File: src/rtl/calendar_clock_counter_unit_assert.svh
// Assertion macros shared by the calendar clock RTL.
// Each macro takes a label, the clock, the reset and two expressions.
`ifndef CALENDAR_CLOCK_COUNTER_UNIT_ASSERT_SVH
`define CALENDAR_CLOCK_COUNTER_UNIT_ASSERT_SVH

`ifndef NO_ASSERTIONS

// Consequent must hold in the same cycle as the antecedent.
`define CCC_ASSERT_SAME(label, clk_sig, rst_sig, ante, cons) \
  label: assert property (@(posedge clk_sig) disable iff (rst_sig) (ante) |-> (cons)) \
    else $error("calendar clock assertion failed");

// Consequent must hold in the cycle after the antecedent.
`define CCC_ASSERT_NEXT(label, clk_sig, rst_sig, ante, cons) \
  label: assert property (@(posedge clk_sig) disable iff (rst_sig) (ante) |=> (cons)) \
    else $error("calendar clock assertion failed");

`else

`define CCC_ASSERT_SAME(label, clk_sig, rst_sig, ante, cons)
`define CCC_ASSERT_NEXT(label, clk_sig, rst_sig, ante, cons)

`endif

`endif

File: src/rtl/ccc_pkg.sv
`timescale 1ns / 1ps

package ccc_pkg;

  // Item kinds carried on the input tuser.
  localparam logic [1:0] KIND_TICK     = 2'd0;
  localparam logic [1:0] KIND_SET_DATE = 2'd1;
  localparam logic [1:0] KIND_SET_TIME = 2'd2;

  // Result status codes.
  localparam logic [2:0] ST_OK         = 3'd0;
  localparam logic [2:0] ST_BAD_YEAR   = 3'd1;
  localparam logic [2:0] ST_BAD_MONTH  = 3'd2;
  localparam logic [2:0] ST_BAD_DAY    = 3'd3;
  localparam logic [2:0] ST_BAD_HOUR   = 3'd4;
  localparam logic [2:0] ST_BAD_MINUTE = 3'd5;
  localparam logic [2:0] ST_BAD_SECOND = 3'd6;

  // Calendar limits.
  localparam logic [3:0] DECEMBER   = 4'd12;
  localparam logic [3:0] JANUARY    = 4'd1;
  localparam logic [6:0] SEC_PER_MIN = 7'd60;
  localparam logic [4:0] LAST_HOUR  = 5'd23;
  localparam logic [5:0] LAST_MINUTE = 6'd59;
  localparam logic [5:0] LAST_SECOND = 6'd59;

  // One result word before packing.
  typedef struct packed {
    logic [5:0]  second;
    logic [5:0]  minute;
    logic [4:0]  hour;
    logic [4:0]  day;
    logic [3:0]  month;
    logic [11:0] year;
    logic [2:0]  status;
  } result_t;

  // Days in a month, or zero for a month number outside 1..12.
  function automatic logic [4:0] month_length(input logic [3:0] month, input logic leap);
    logic [4:0] len;
    len = 5'd0;
    case (month) inside
      4'd1, 4'd3, 4'd5, 4'd7, 4'd8, 4'd10, 4'd12: len = 5'd31;
      4'd4, 4'd6, 4'd9, 4'd11:                    len = 5'd30;
      4'd2:                                       len = leap ? 5'd29 : 5'd28;
      default:                                    len = 5'd0;
    endcase
    return len;
  endfunction

endpackage

File: src/rtl/calendar_clock_counter_unit.sv
`timescale 1ns / 1ps

// Calendar clock: keeps second, minute, hour, day, month and year, starting at
// 00:00:00 on January 1 of BASE_YEAR_VALUE after reset. Each input word is a
// tick (adds tick_seconds to the clock), a set-date or a set-time, and returns
// exactly one output word with a status and the date and time after that word.
// The block takes one word per clock cycle while its skid register is empty;
// the whole update is a single compare-and-carry step ahead of the result
// register. A result register plus one skid register let the input accept
// one more word while the output is stalled. Set-date accepts years
// BASE_YEAR_VALUE..LAST_YEAR_VALUE; a tick that would carry past
// LAST_YEAR_VALUE leaves the clock unchanged. Write tick_seconds only while
// no word is in flight.

`include "calendar_clock_counter_unit_assert.svh"

module calendar_clock_counter_unit #(
  parameter int BASE_YEAR_VALUE = 1980,
  parameter int LAST_YEAR_VALUE = 2107
) (
  input  logic        clk,
  input  logic        rst,
  // Configuration: tick_seconds.
  input  logic        cfg_wr_en,
  input  logic [5:0]  cfg_wr_data,
  // Input stream.
  input  logic        s_tvalid,
  output logic        s_tready,
  input  logic [1:0]  s_tuser,   // kind
  input  logic [39:0] s_tdata,   // year[11:0], month[15:12], day[20:16], hour[25:21],
                                 // minute[31:26], second[37:32], zero pad
  // Output stream.
  output logic        m_tvalid,
  input  logic        m_tready,
  output logic [47:0] m_tdata    // status[2:0], cur_year[14:3], cur_month[18:15],
                                 // cur_day[23:19], cur_hour[28:24], cur_minute[34:29],
                                 // cur_second[40:35], zero pad
);

  localparam logic [12:0] FIRST_YEAR = 13'(BASE_YEAR_VALUE);
  localparam logic [12:0] LAST_YEAR  = 13'(LAST_YEAR_VALUE);

  // Configuration register.
  logic [5:0] tick_seconds;

  always_ff @(posedge clk) begin
    if (rst) begin
      tick_seconds <= 6'd1;
    end else if (cfg_wr_en) begin
      tick_seconds <= cfg_wr_data;
    end
  end

  // Clock state.
  logic [5:0] sec_count,   sec_count_next;
  logic [5:0] min_count,   min_count_next;
  logic [4:0] hour_count,  hour_count_next;
  logic [4:0] day_count,   day_count_next;
  logic [3:0] month_count, month_count_next;
  logic [6:0] year_offset, year_offset_next;
  logic [2:0] item_status;

  // Input word fields.
  logic [1:0]  kind;
  logic [11:0] year;
  logic [3:0]  month;
  logic [4:0]  day;
  logic [4:0]  hour;
  logic [5:0]  minute;
  logic [5:0]  second;

  assign kind   = s_tuser;
  assign year   = s_tdata[11:0];
  assign month  = s_tdata[15:12];
  assign day    = s_tdata[20:16];
  assign hour   = s_tdata[25:21];
  assign minute = s_tdata[31:26];
  assign second = s_tdata[37:32];

  // Handshake.
  logic in_fire;
  logic out_fire;
  logic skid_valid;

  assign s_tready = !skid_valid;
  assign in_fire  = s_tvalid && s_tready;
  assign out_fire = m_tvalid && m_tready;

  // Tick carry chain.
  logic [12:0] year_full;
  logic [12:0] year_full_inc;
  logic [6:0]  sec_sum;
  logic [1:0]  sec_carry;
  logic [6:0]  sec_wrapped;
  logic [6:0]  min_sum;
  logic [6:0]  min_wrapped;
  logic [5:0]  hour_sum;
  logic [5:0]  day_sum;
  logic [4:0]  cur_month_len;

  assign year_full     = 13'(year_offset) + FIRST_YEAR;
  assign year_full_inc = year_full + 13'd1;
  assign sec_sum       = 7'(sec_count) + 7'(tick_seconds);
  assign sec_carry     = (sec_sum >= 7'(2 * ccc_pkg::SEC_PER_MIN)) ? 2'd2 :
                         (sec_sum >= ccc_pkg::SEC_PER_MIN)          ? 2'd1 : 2'd0;
  assign sec_wrapped   = sec_sum - 7'(sec_carry * ccc_pkg::SEC_PER_MIN);
  assign min_sum       = 7'(min_count) + 7'(sec_carry);
  assign min_wrapped   = min_sum - ccc_pkg::SEC_PER_MIN;
  assign hour_sum      = 6'(hour_count) + 6'd1;
  assign day_sum       = 6'(day_count) + 6'd1;
  assign cur_month_len = ccc_pkg::month_length(month_count, year_full[1:0] == 2'd0);

  // Set-date checks.
  logic [12:0] set_year;
  logic [4:0]  set_month_len;

  assign set_year      = 13'(year);
  assign set_month_len = ccc_pkg::month_length(month, year[1:0] == 2'd0);

  // Next state and status for the word at the input.
  always_comb begin
    sec_count_next   = sec_count;
    min_count_next   = min_count;
    hour_count_next  = hour_count;
    day_count_next   = day_count;
    month_count_next = month_count;
    year_offset_next = year_offset;
    item_status      = ccc_pkg::ST_OK;
    unique case (kind)
      ccc_pkg::KIND_TICK: begin
        if (sec_carry == 2'd0) begin
          sec_count_next = sec_sum[5:0];
        end else if (min_sum <= 7'(ccc_pkg::LAST_MINUTE)) begin
          sec_count_next = sec_wrapped[5:0];
          min_count_next = min_sum[5:0];
        end else if (hour_sum <= 6'(ccc_pkg::LAST_HOUR)) begin
          sec_count_next  = sec_wrapped[5:0];
          min_count_next  = min_wrapped[5:0];
          hour_count_next = hour_sum[4:0];
        end else if (cur_month_len != 5'd0) begin
          // Day carry; a bad stored month or a year past the end changes nothing.
          if (day_sum <= 6'(cur_month_len)) begin
            sec_count_next  = sec_wrapped[5:0];
            min_count_next  = min_wrapped[5:0];
            hour_count_next = 5'd0;
            day_count_next  = day_sum[4:0];
          end else if (month_count != ccc_pkg::DECEMBER) begin
            sec_count_next   = sec_wrapped[5:0];
            min_count_next   = min_wrapped[5:0];
            hour_count_next  = 5'd0;
            day_count_next   = 5'd1;
            month_count_next = month_count + 4'd1;
          end else if (year_full_inc <= LAST_YEAR) begin
            sec_count_next   = sec_wrapped[5:0];
            min_count_next   = min_wrapped[5:0];
            hour_count_next  = 5'd0;
            day_count_next   = 5'd1;
            month_count_next = ccc_pkg::JANUARY;
            year_offset_next = year_offset + 7'd1;
          end
        end
      end
      ccc_pkg::KIND_SET_DATE: begin
        if (set_year < FIRST_YEAR || set_year > LAST_YEAR) begin
          item_status = ccc_pkg::ST_BAD_YEAR;
        end else if (day == 5'd0) begin
          item_status = ccc_pkg::ST_BAD_DAY;
        end else if (set_month_len == 5'd0) begin
          item_status = ccc_pkg::ST_BAD_MONTH;
        end else if (day > set_month_len) begin
          item_status = ccc_pkg::ST_BAD_DAY;
        end else begin
          year_offset_next = 7'(set_year - FIRST_YEAR);
          month_count_next = month;
          day_count_next   = day;
        end
      end
      ccc_pkg::KIND_SET_TIME: begin
        if (hour > ccc_pkg::LAST_HOUR) begin
          item_status = ccc_pkg::ST_BAD_HOUR;
        end else if (minute > ccc_pkg::LAST_MINUTE) begin
          item_status = ccc_pkg::ST_BAD_MINUTE;
        end else if (second > ccc_pkg::LAST_SECOND) begin
          item_status = ccc_pkg::ST_BAD_SECOND;
        end else begin
          hour_count_next = hour;
          min_count_next  = minute;
          sec_count_next  = second;
        end
      end
      default: begin
        item_status = ccc_pkg::ST_OK;
      end
    endcase
  end

  // State registers advance on each accepted word.
  always_ff @(posedge clk) begin
    if (rst) begin
      sec_count   <= 6'd0;
      min_count   <= 6'd0;
      hour_count  <= 5'd0;
      day_count   <= 5'd1;
      month_count <= 4'd1;
      year_offset <= 7'd0;
    end else if (in_fire) begin
      sec_count   <= sec_count_next;
      min_count   <= min_count_next;
      hour_count  <= hour_count_next;
      day_count   <= day_count_next;
      month_count <= month_count_next;
      year_offset <= year_offset_next;
    end
  end

  // Result of the word at the input, taken from the updated state.
  ccc_pkg::result_t result;
  logic [12:0]      year_full_next;

  assign year_full_next = 13'(year_offset_next) + FIRST_YEAR;

  always_comb begin
    result.status = item_status;
    result.year   = year_full_next[11:0];
    result.month  = month_count_next;
    result.day    = day_count_next;
    result.hour   = hour_count_next;
    result.minute = min_count_next;
    result.second = sec_count_next;
  end

  // Result register with one skid entry behind it.
  ccc_pkg::result_t out_word;
  ccc_pkg::result_t skid_word;
  logic             out_valid;

  always_ff @(posedge clk) begin
    if (rst) begin
      out_valid  <= 1'b0;
      skid_valid <= 1'b0;
    end else if (out_fire || !out_valid) begin
      if (skid_valid) begin
        out_valid  <= 1'b1;
        skid_valid <= 1'b0;
      end else begin
        out_valid <= in_fire;
      end
    end else if (in_fire) begin
      skid_valid <= 1'b1;
    end
  end

  always_ff @(posedge clk) begin
    if (out_fire || !out_valid) begin
      if (skid_valid) begin
        out_word <= skid_word;
      end else if (in_fire) begin
        out_word <= result;
      end
    end else if (in_fire) begin
      skid_word <= result;
    end
  end

  assign m_tvalid = out_valid;
  assign m_tdata  = {7'd0, out_word};

  // The skid entry is only ever filled behind a stalled result.
  `CCC_ASSERT_SAME(a_skid_behind_out, clk, rst, skid_valid, out_valid)
  // Carries keep the time of day in range.
  `CCC_ASSERT_SAME(a_time_in_range, clk, rst, 1'b1,
                   sec_count <= ccc_pkg::LAST_SECOND && min_count <= ccc_pkg::LAST_MINUTE
                   && hour_count <= ccc_pkg::LAST_HOUR)
  // The day of month never falls to zero.
  `CCC_ASSERT_SAME(a_day_nonzero, clk, rst, 1'b1, day_count != 5'd0)
  // A rejected set leaves the whole clock untouched.
  `CCC_ASSERT_NEXT(a_reject_holds, clk, rst, in_fire && item_status != ccc_pkg::ST_OK,
                   $stable(sec_count) && $stable(min_count) && $stable(hour_count)
                   && $stable(day_count) && $stable(month_count) && $stable(year_offset))

endmodule

File: config.mk
export PLATFORM = sky130hd
export DESIGN_NAME = calendar_clock_counter_unit
export DESIGN_NICKNAME = d
export VERILOG_FILES = /design/src/rtl/ccc_pkg.sv /design/src/rtl/calendar_clock_counter_unit.sv
export VERILOG_INCLUDE_DIRS = /design/src /design/src/rtl
export SDC_FILE = /design/constraint.sdc
export NUM_CORES = 1
export LEC_CHECK = 0
export ABC_CLOCK_PERIOD_IN_PS = 6500
export BUFFER_PORTS_ARGS = -buffer_cell sky130_fd_sc_hd__buf_4
export CAP_MARGIN = 20
export CORE_UTILIZATION = 43
export CTS_CLUSTER_DIAMETER = 30
export CTS_CLUSTER_SIZE = 12
export DETAILED_ROUTE_END_ITERATION = 8
export MAX_ROUTING_LAYER = met4
export SETUP_SLACK_MARGIN = 0.2
export SLEW_MARGIN = 20
export SYNTH_ARGS = -nofsm -noshare
export SYNTH_HDL_FRONTEND = slang
export SYNTH_SLANG_ARGS = --single-unit
File: constraint.sdc
create_clock -name clk -period 6.5 [get_ports clk]
set_input_delay 0 -clock clk [delete_from_list [all_inputs] [get_ports clk]]
set_output_delay 0 -clock clk [all_outputs]
set_load 0.02 [all_outputs]
### Word-level counts from Yosys, hierarchy flattened

Index checks and enable logic that the tools add are counted.

| word-level totals | value |
|---|---|
| register bits | 123 |
| word-level logic and storage cells | 187 |
| output and inout bits | 50 |

| cells by class | value |
|---|---|
| $lt $le $gt $ge | 12 |
| reductions and logical operators | 21 |
| $mul | 1 |
| bitwise operators | 1 |
| $add $sub $neg | 12 |
| multiplexer cells | 90 |
| equal/unequal tests | 27 |

Operators by type and width:

| cell | count |
|---|---|
| $mux 5 | 27 |
| $mux 6 | 20 |
| $mux 41 | 2 |
| $mux 7 | 11 |
| $mux 4 | 11 |
| $eq 4x4->1 const B | 10 |
| $eq 4x3->1 const B | 8 |
| $add 7x11->12 const B | 2 |
| $pmux 6 s2 | 2 |
| $pmux 5 s2 | 2 |
| $eq 4x2->1 const B | 4 |
| $pmux 7 s2 | 1 |
| $reduce_or 7->1 | 2 |
| $add 12x1->13 const B | 1 |
| $le 13x12->1 const B | 1 |
| $add 5x1->6 const B | 2 |
| $gt 12x12->1 const B | 1 |
| $gt 6x6->1 const B | 2 |
| $lt 12x11->1 const B | 1 |
| $logic_not 5->1 | 2 |
| $mux 2 | 5 |
| $mux 3 | 3 |
| $eq 4x1->1 const B | 2 |
| $logic_not 2->1 | 4 |
| 30 further kinds | 38 |

### Depth between registers and ports, before layout

Gate-level depths: netlist of run 1.

| logic depth | value |
|---|---|
| depth in word-level cells | 16 |
| mapped depth | 26 |

### Worst setup path before layout of run 1

OpenSTA, ideal clock, no wires.

| path | value |
|---|---|
| path kind | flip-flop to flip-flop |
| start point | reg sec_count[0] |
| end point | reg out_word, in the netlist m_tdata[9], data pin |
| arrival time | 5.571 ns |
| buffers on the path | 1 |
| stages on the path, launching flop included | 26 |
| setup time | 0.260 ns |
| period minus slack after synthesis | 5.831 ns |
| slack | 0.669 ns |
| data required time | 6.240 ns |
| path through | dfxtp_1 -> ha_1 -> inv_1 -> fa_1 -> xnor2_1 -> nand2_1 -> or4b_1 -> o2111ai_1 -> clkbuf_1 -> inv_1 -> nor2_1 -> ha_1 -> inv_1 -> fa_1 -> nand3b_1 -> xor2_1 -> a21o_1 -> o22a_2 -> nand2_1 -> nor2_2 -> o311ai_2 -> inv_1 -> ha_1 -> nand3_1 -> ha_1 -> mux2_2 |

| between the ends | value |
|---|---|
| cells in the longest elaborated chain, start to end | 12 |
| elaborated cells on any way between the ends | 14 |

Ends and longest elaborated chain:

| what | line | text |
|---|---|---|
| start, declared | calendar_clock_counter_unit.sv:55 | `logic [5:0] sec_count, sec_count_next;` |
| start signal, assigned | calendar_clock_counter_unit.sv:207 | `sec_count <= sec_count_next;` |
| $add 6x6->7 * | calendar_clock_counter_unit.sv:103 | `assign sec_sum = 7'(sec_count) + 7'(tick_seconds);` |
| $ge 7x6->1 | calendar_clock_counter_unit.sv:105 | `(sec_sum >= ccc_pkg::SEC_PER_MIN) ? 2'd1 : 2'd0;` |
| $mux 1 | calendar_clock_counter_unit.sv:105 |  |
| $mux 2 * | calendar_clock_counter_unit.sv:104 | `assign sec_carry = (sec_sum >= 7'(2 * ccc_pkg::SEC_PER_MIN)) ? 2'd2 :` |
| $add 6x2->7 | calendar_clock_counter_unit.sv:107 | `assign min_sum = 7'(min_count) + 7'(sec_carry);` |
| $le 7x6->1 | calendar_clock_counter_unit.sv:133 | `end else if (min_sum <= 7'(ccc_pkg::LAST_MINUTE)) begin` |
| $mux 7 | calendar_clock_counter_unit.sv:133 |  |
| $mux 7 * | calendar_clock_counter_unit.sv:131 | `if (sec_carry == 2'd0) begin` |
| $pmux 7 s2 * | calendar_clock_counter_unit.sv:129 | `unique case (kind)` |
| $add 7x11->12 * | calendar_clock_counter_unit.sv:220 | `assign year_full_next = 13'(year_offset_next) + FIRST_YEAR;` |
| via year_full_next[6] | calendar_clock_counter_unit.sv:218 | `logic [12:0] year_full_next;` |
| $mux 41 * | calendar_clock_counter_unit.sv:257 | `end else if (in_fire) begin` |
| $mux 41 * | calendar_clock_counter_unit.sv:255 | `if (skid_valid) begin` |
| end signal, assigned | calendar_clock_counter_unit.sv:256 | `out_word <= skid_word;` |
| end signal, assigned | calendar_clock_counter_unit.sv:258 | `out_word <= result;` |
| end, declared | calendar_clock_counter_unit.sv:233 | `ccc_pkg::result_t out_word;` |

Mark *: on every way through the listed nets, which the timed path passes. The rest lies on a longest branch. The select of a mux whose other input is x is not followed.
A chain may end at the register's enable or synchronous reset.

### Worst setup path after layout of run 1

Ends and elaborated chain as after synthesis.

==> reports/qor.yml, run 1 <==
start_util: 0.445
finalNetCount: 1056
wirelength_mm: 22.4
port_buffers: 93
worstMarginPinSlew_ns: 0.914
viasPerCell: 5.92
coreArea_sq_um: 18200
crit_end: "m_tdata[9]"
crit-reg2reg-launch: "sec_count[0]"
drt-initial-drc-count: 533
rows: 49
synth_ff_type: "edfxtp_1"
async_reset_ff_frac: 0
synthAdderAreaFrac: 0.0739
syn_area_sq_um: 8090
ys_types: 88
synthesis.instances: 845
hold_viol: 0
reg2reg_depth: 24
slew_violations: 0
yosys_warnings: 0
min_period_ns: 5.90
whs_ns: 0.0177
worst-setup-path-type: "register to register"
end_kind: "register"
synth_top_family_by_area: "compound AO/OA/AOI/OAI gates"
synthMuxAreaShare: 0.0615
yosysSeqAreaShare: 0.406
status: "complete, but fails checks"
fillers: 1626
vias: 7099
violations: "DRC"
cts_made_buffers: 17
synthSimpleGateAreaFrac: 0.170
rsz0062_at_grt: "no"
clock_skew_ns: 0.0106
timing.final.ws_setup_ns: 0.597
tns_ns: 0
p_leak_nw: 3.97
fmax_mhz: 169
grt_overflow_total: 0
grt_pass1_vias: 6499
dp_slack_ns: 0.279
cp-startpoint: "sec_count[0]"
power.density_nw_per_um2: 238
maxCapViolations: 0
io_pins: 103
drive_gt1_frac: 0.212
dp_hpwl_mm: 15.7
cts.htree.levels: 4
cts_sinks: 123
drt_first_pass_iters: 8
crit_chain: "ha_1, inv_1, fa_1, xnor2_2, nand2_1, or4b_1, o2111ai_1, inv_1, nor2_1, ha_1, inv_1, fa_2, nand3b_1, xor2_1, a21o_1, o22a_2, nand2_1, nor2_4, o311ai_4, inv_1, ha_1, nand3_1, ha_1, mux2_2"
min_from: "s_tdata[21]"
diodes: 0
r2r_end: "m_tdata[9]"
holdCritPathClass: "primary input to register"
ctsRootBufferMaster: "clkbuf_16"
clk_pin_slew_worst_paths_ns: 0.07
wl_per_cell_microns: 18.7
layout_common_cells: "112 x buf_4, 82 x edfxtp_1, 71 x nand2_1, 70 x nor2_1, 48 x inv_1"
cp.required_ns: 6.67
ir_drop_uv: 197
cts_buffer_depth: 2
die_x_microns: 139
layout_commonest_cell: "buf_4"
slew_headroom: 0.387
synth_compound_gate_area_share: 0.216
ant_nets: 0
tritoncts: "yes"
arrival_ns: 6.08
grt_pass1_wl_mm: 35.2
drc: 6
area_delta_synth_final_pct: 22.8
avgSynthCellArea_sq_um: 9.58
grt_max_degree: 42
clk_latency_ns: 0.43
antenna_found_initial: 0
dieArea_sq_um: 19400
reg2reg_slack_ns: 0.60
finalWeightedCongestion: 0.887
setup_violations: 0
crit_fanout: 7
yosys_register_bits: 123
chipHeight_microns: 139
synth_edf_count: 82
crit_path_start_kind: "register"
synth-xor-area-share: 0.0151
fin_crit_sh: 0.908
grt_usage: 0.242
slowest_delay_ns: 0.46
crit_slowest_cell: "or4b_1"
==> flip-flops by register name, indices dropped and copies added, names as in the netlist <==
| signal | flops |
|---|---|
| sec_count | 6 |
| tick_seconds | 6 |
| month_count | 4 |
| min_count | 6 |
| m_tvalid | 1 |
| m_tdata | 41 |
| hour_count | 5 |
| year_offset | 7 |
| day_count | 5 |
| skid_valid | 1 |
| skid_word | 41 |
==> power breakdown <==
group	internal, mW	switching, mW	leakage (nW)	total, mW
clock network	0.614	0.375	0.292	0.989
logic	0.192	0.254	2.57	0.446
registers	0.894	0.0357	1.11	0.930
total	1.70	0.665	3.97	2.36
==> cells in the mapped netlist (10+ instances only) <==
| cell type | instances | area [sq um] |
|---|---|---|
| edfxtp_1 | 82 | 2460 |
| nand2_1 | 71 | 267 |
| nor2_1 | 71 | 267 |
| inv_1 | 48 | 180 |
| a21oi_1 | 45 | 225 |
| ha_1 | 43 | 538 |
| dfxtp_1 | 41 | 821 |
| o21ai_0 | 31 | 155 |
| mux2_2 | 29 | 327 |
| nand3_1 | 28 | 140 |
| clkbuf_1 | 27 | 101 |
| nor3_1 | 18 | 90.1 |
| a31oi_1 | 16 | 100 |
| buf_4 | 16 | 120 |
| nand2b_1 | 14 | 87.6 |
| a211oi_1 | 13 | 97.6 |
| mux2i_1 | 13 | 130 |
| nor2b_1 | 12 | 75.1 |
| o211ai_1 | 12 | 90.1 |
| a21o_1 | 10 | 75.1 |
| a22oi_1 | 10 | 75.1 |
==> metrics by stage <==
stage                      util  std cells  cell area, sq um  power [mW]
after floorplan               -        851              8120        1.22
after global placement    0.492       1135              8950        1.36
after detailed placement  0.492       1135              8950        1.36
after CTS                 0.540       1194              9830        2.36
after global routing      0.546       1199              9940        2.46
final                     0.546       1199              9940        2.36
==> cell families (layout without fill, tap and decap cells) <==
family	after synthesis	count (layout)
XOR/XNOR	14	14
multiplexers	45	45
flip-flops	123	123
buffers and inverters	102	221
other	1	7
adder cells (fa/ha/maj)	46	46
AO/OA/AOI/OAI	239	239
AND/OR/NAND/NOR	275	275
==> worst min path at each step <==
stage | slack, ns | to | cells past startpoint
after global routing | 0.03 | skid_word[18] | 2
after global placement | 0.23 | tick_seconds[0] | 3
after floorplan | 0.13 | tick_seconds[0] | 2
final | 0.02 | hour_count[0] | 5
after detailed placement | 0.22 | tick_seconds[0] | 3
after CTS | 0.004 | sec_count[4] | 5
==> cell type report <==
cell class / instances / area, sq um / share of cell area
multi-input combinational: 626 / 4440 / 0.446
sequential: 123 / 3280 / 0.330
timing repair buffer: 140 / 1140 / 0.115
clock buffer: 18 / 439 / 0.0442
tap: 229 / 287 / 0.0288
inverter: 49 / 184 / 0.0185
clock inverter: 14 / 170 / 0.0171
==> worst max-delay path: cells and delay by family (launching register included) <==
kind / cells / cell delay [ns]
fa+ha+maj: 6 / 1.79
simple gates: 7 / 1.44
compound gates: 4 / 0.95
xor+xnor: 2 / 0.45
buf+inv: 4 / 0.40
flops: 1 / 0.37
mux: 1 / 0.27
==> metal layers <==
metal / vias to the layer above / part of all wire / routed length [microns] / global-route usage
met5: - / 0 / 0 / -
met4: 0 / 0.028 / 620 / 0.0971
met3: 49 / 0.072 / 1610 / 0.0404
met2: 285 / 0.43 / 9660 / 0.356
met1: 3363 / 0.47 / 10500 / 0.331
li1: 3402 / - / - / -
==> repair_timing <==
action	4_1_cts	5_1_grt
hold buffers	27	0
setup endpoints to repair	0	27
hold endpoints to repair	18	0
gates resized for setup	0	8
setup buffers	0	4
Note: power is estimated with default switching activity, not from simulation.
==> run 2, diff against run 1 <==
- CORE_UTILIZATION: 43 -> 57
- PLACE_DENSITY: not set -> 0.79
==> run 2 against run 1 <==
  * The flow now finishes without violations
  * Cell count down 4.1%
  * Clock power is 3.3% lower
  * Combinational power is essentially flat
  * Critical path type unchanged
  * Die area decreased by 24%
  * Largest cell class unchanged
  * Flip-flop and latch count is the same
  * First-iteration DRC count is 43% higher
  * Critical path depth unchanged
==> reports/qor.yml, run 2 (synthesis gave the netlist of run 1 again) <==
status: "completed"
finalWeightedCongestion: 0.962  # +8.4%
postLayoutCoreUtil: 0.710  # +0.165
cts_made_buffers: 17  # unchanged
die_x_microns: 121  # -13%
drt_first_pass_iters: 6  # -2
rsz0062_at_grt: "no"
crit_end: "m_tdata[9]"
grt_overflow_total: 0  # unchanged
grt_max_degree: 42  # unchanged
fin_crit_sh: 0.922  # +0.0136
power.density_nw_per_um2: 237  # -0.44%
worstMarginPinSlew_ns: 0.848  # -0.0661 ns
grt_pass1_vias: 6643  # +2.2%
cts_buffer_depth: 2  # unchanged
ctsRootBufferMaster: "clkbuf_16"
clock_skew_ns: 0.00875  # -0.00183 ns
drt-initial-drc-count: 761  # +43%
cp-startpoint: "sec_count[0]"
setup_violations: 0  # unchanged
cts.htree.levels: 4  # unchanged
ir_drop_uv: 171  # -13%
fmax_mhz: 167  # -1.5%
port_buffers: 93  # unchanged
start_util: 0.583  # +0.139
grt_usage: 0.319  # +0.0771
r2r_end: "m_tdata[9]"
clk_latency_ns: 0.42  # about the same
worst-setup-path-type: "register to register"
arrival_ns: 6.16  # +0.08 ns
layout_commonest_cell: "buf_4"
slew_violations: 0  # unchanged
min_period_ns: 5.99  # +0.0886 ns
cp.required_ns: 6.67  # about the same
holdCritPathClass: "primary input to register"
fin_total_pwr_mw: 2.34  # -1.2%
crit_fanout: 7  # unchanged
crit_slowest_cell: "or4b_1"
dp_slack_ns: 0.318  # +0.0390 ns
cp.depth: 24  # unchanged
hold_viol: 0  # unchanged
vias: 7279  # +2.5%
reg2reg_slack_ns: 0.51  # -0.09 ns
chipHeight_microns: 121  # -13%
crit-reg2reg-launch: "sec_count[0]"
dieArea_sq_um: 14700  # -24%
io_pins: 103  # unchanged
crit_path_start_kind: "register"
reg2reg_depth: 24  # unchanged
grt_pass1_wl_mm: 34.4  # -2.4%
p_leak_nw: 3.95  # -0.62%
drc: 0  # -6
viasPerCell: 6.33  # +6.9%
wl_per_cell_microns: 19.5  # +4.2%
diodes: 0  # unchanged
cts_sinks: 123  # unchanged
rows: 43  # -12%
finalNetCount: 1056  # unchanged
area_delta_synth_final_pct: 21.8
antenna_found_initial: 0  # unchanged
slowest_delay_ns: 0.46  # about the same
timing.final.ws_setup_ns: 0.508  # -0.0886 ns
maxCapViolations: 0  # unchanged
tritoncts: "yes"
tns_ns: 0  # unchanged
crit_family: "adder cells"
coreArea_sq_um: 13900  # -24%
drive_gt1_frac: 0.211  # -0.00103
dp_hpwl_mm: 14.8  # -5.6%
wirelength_mm: 22.4  # about the same
layout_common_cells: "109 x buf_4, 82 x edfxtp_1, 71 x nand2_1, 70 x nor2_1, 48 x inv_1"
crit_chain: "ha_1, inv_1, fa_1, xnor2_2, nand2_1, or4b_1, o2111ai_1, inv_1, nor2_1, ha_1, inv_1, fa_2, nand3b_1, xor2_1, a21o_1, o22a_2, nand2_1, nor2_4, o311ai_4, inv_1, ha_1, nand3_1, ha_1, mux2_2"
end_kind: "register"
clk_pin_slew_worst_paths_ns: 0.06  # about the same
slew_headroom: 0.431  # +0.0443
crit_buf_inv: 4  # unchanged
ant_nets: 0  # unchanged
[run 2: repair_timing]
item,CTS,global route
buffers inserted,0,1
hold endpoints to repair,21,0
hold buffers,30,0
setup endpoints to repair,0,14
gates resized for setup,0,7
[run 2: worst min path at each step]
stage / start / end / slack, ns / cells past startpoint
after floorplan: cfg_wr_data[0] / tick_seconds[0] / 0.13 / 2
after global placement: cfg_wr_data[0] / tick_seconds[0] / 0.22 / 3
after detailed placement: cfg_wr_data[0] / tick_seconds[0] / 0.22 / 3
after CTS: s_tdata[30] / skid_word[33] / 0.002 / 3
after global routing: s_tdata[20] / skid_word[23] / 0.03 / 3
final: s_tdata[30] / skid_word[33] / 0.04 / 3
[run 2: layout make-up]
class,count,area (sq um)
timing repair buffer,140,1150
inverter,49,184
tap,180,225
sequential,123,3280
clock buffer,17,425
clock inverter,15,166
fill,1024,4020
multi-input combinational,626,4430
[run 2: report_power, final]
| group | internal [mW] | switching (mW) | total, mW |
|---|---|---|---|
| Combinational | 0.191 | 0.256 | 0.447 |
| Sequential | 0.894 | 0.0380 | 0.932 |
| Clock | 0.572 | 0.385 | 0.956 |
[run 2: tightest hold or removal path, delay by kind of cell]
family / cells / cell delay, ns
AOI/OAI and AO/OA: 2 / 0.24
buffers and inverters: 1 / 0.09
[run 2: layer usage]
metal / track usage / vias up / wire [microns] / share of wire
li1: - / 3404 / - / -
met1: 0.416 / 3378 / 9290 / 0.42
met2: 0.474 / 434 / 10100 / 0.45
met3: 0.0700 / 63 / 2290 / 0.10
met4: 0.149 / 0 / 691 / 0.031
met5: - / - / 0 / 0
[run 2: through the flow]
stage,std cells,area [sq um],hold WS [ns]
final,1150,9860,0.0363
after floorplan,851,8120,0.129
after CTS,1148,9780,0.00191
after global routing,1150,9860,0.0337
after global placement,1086,8890,0.218
after detailed placement,1086,8890,0.222
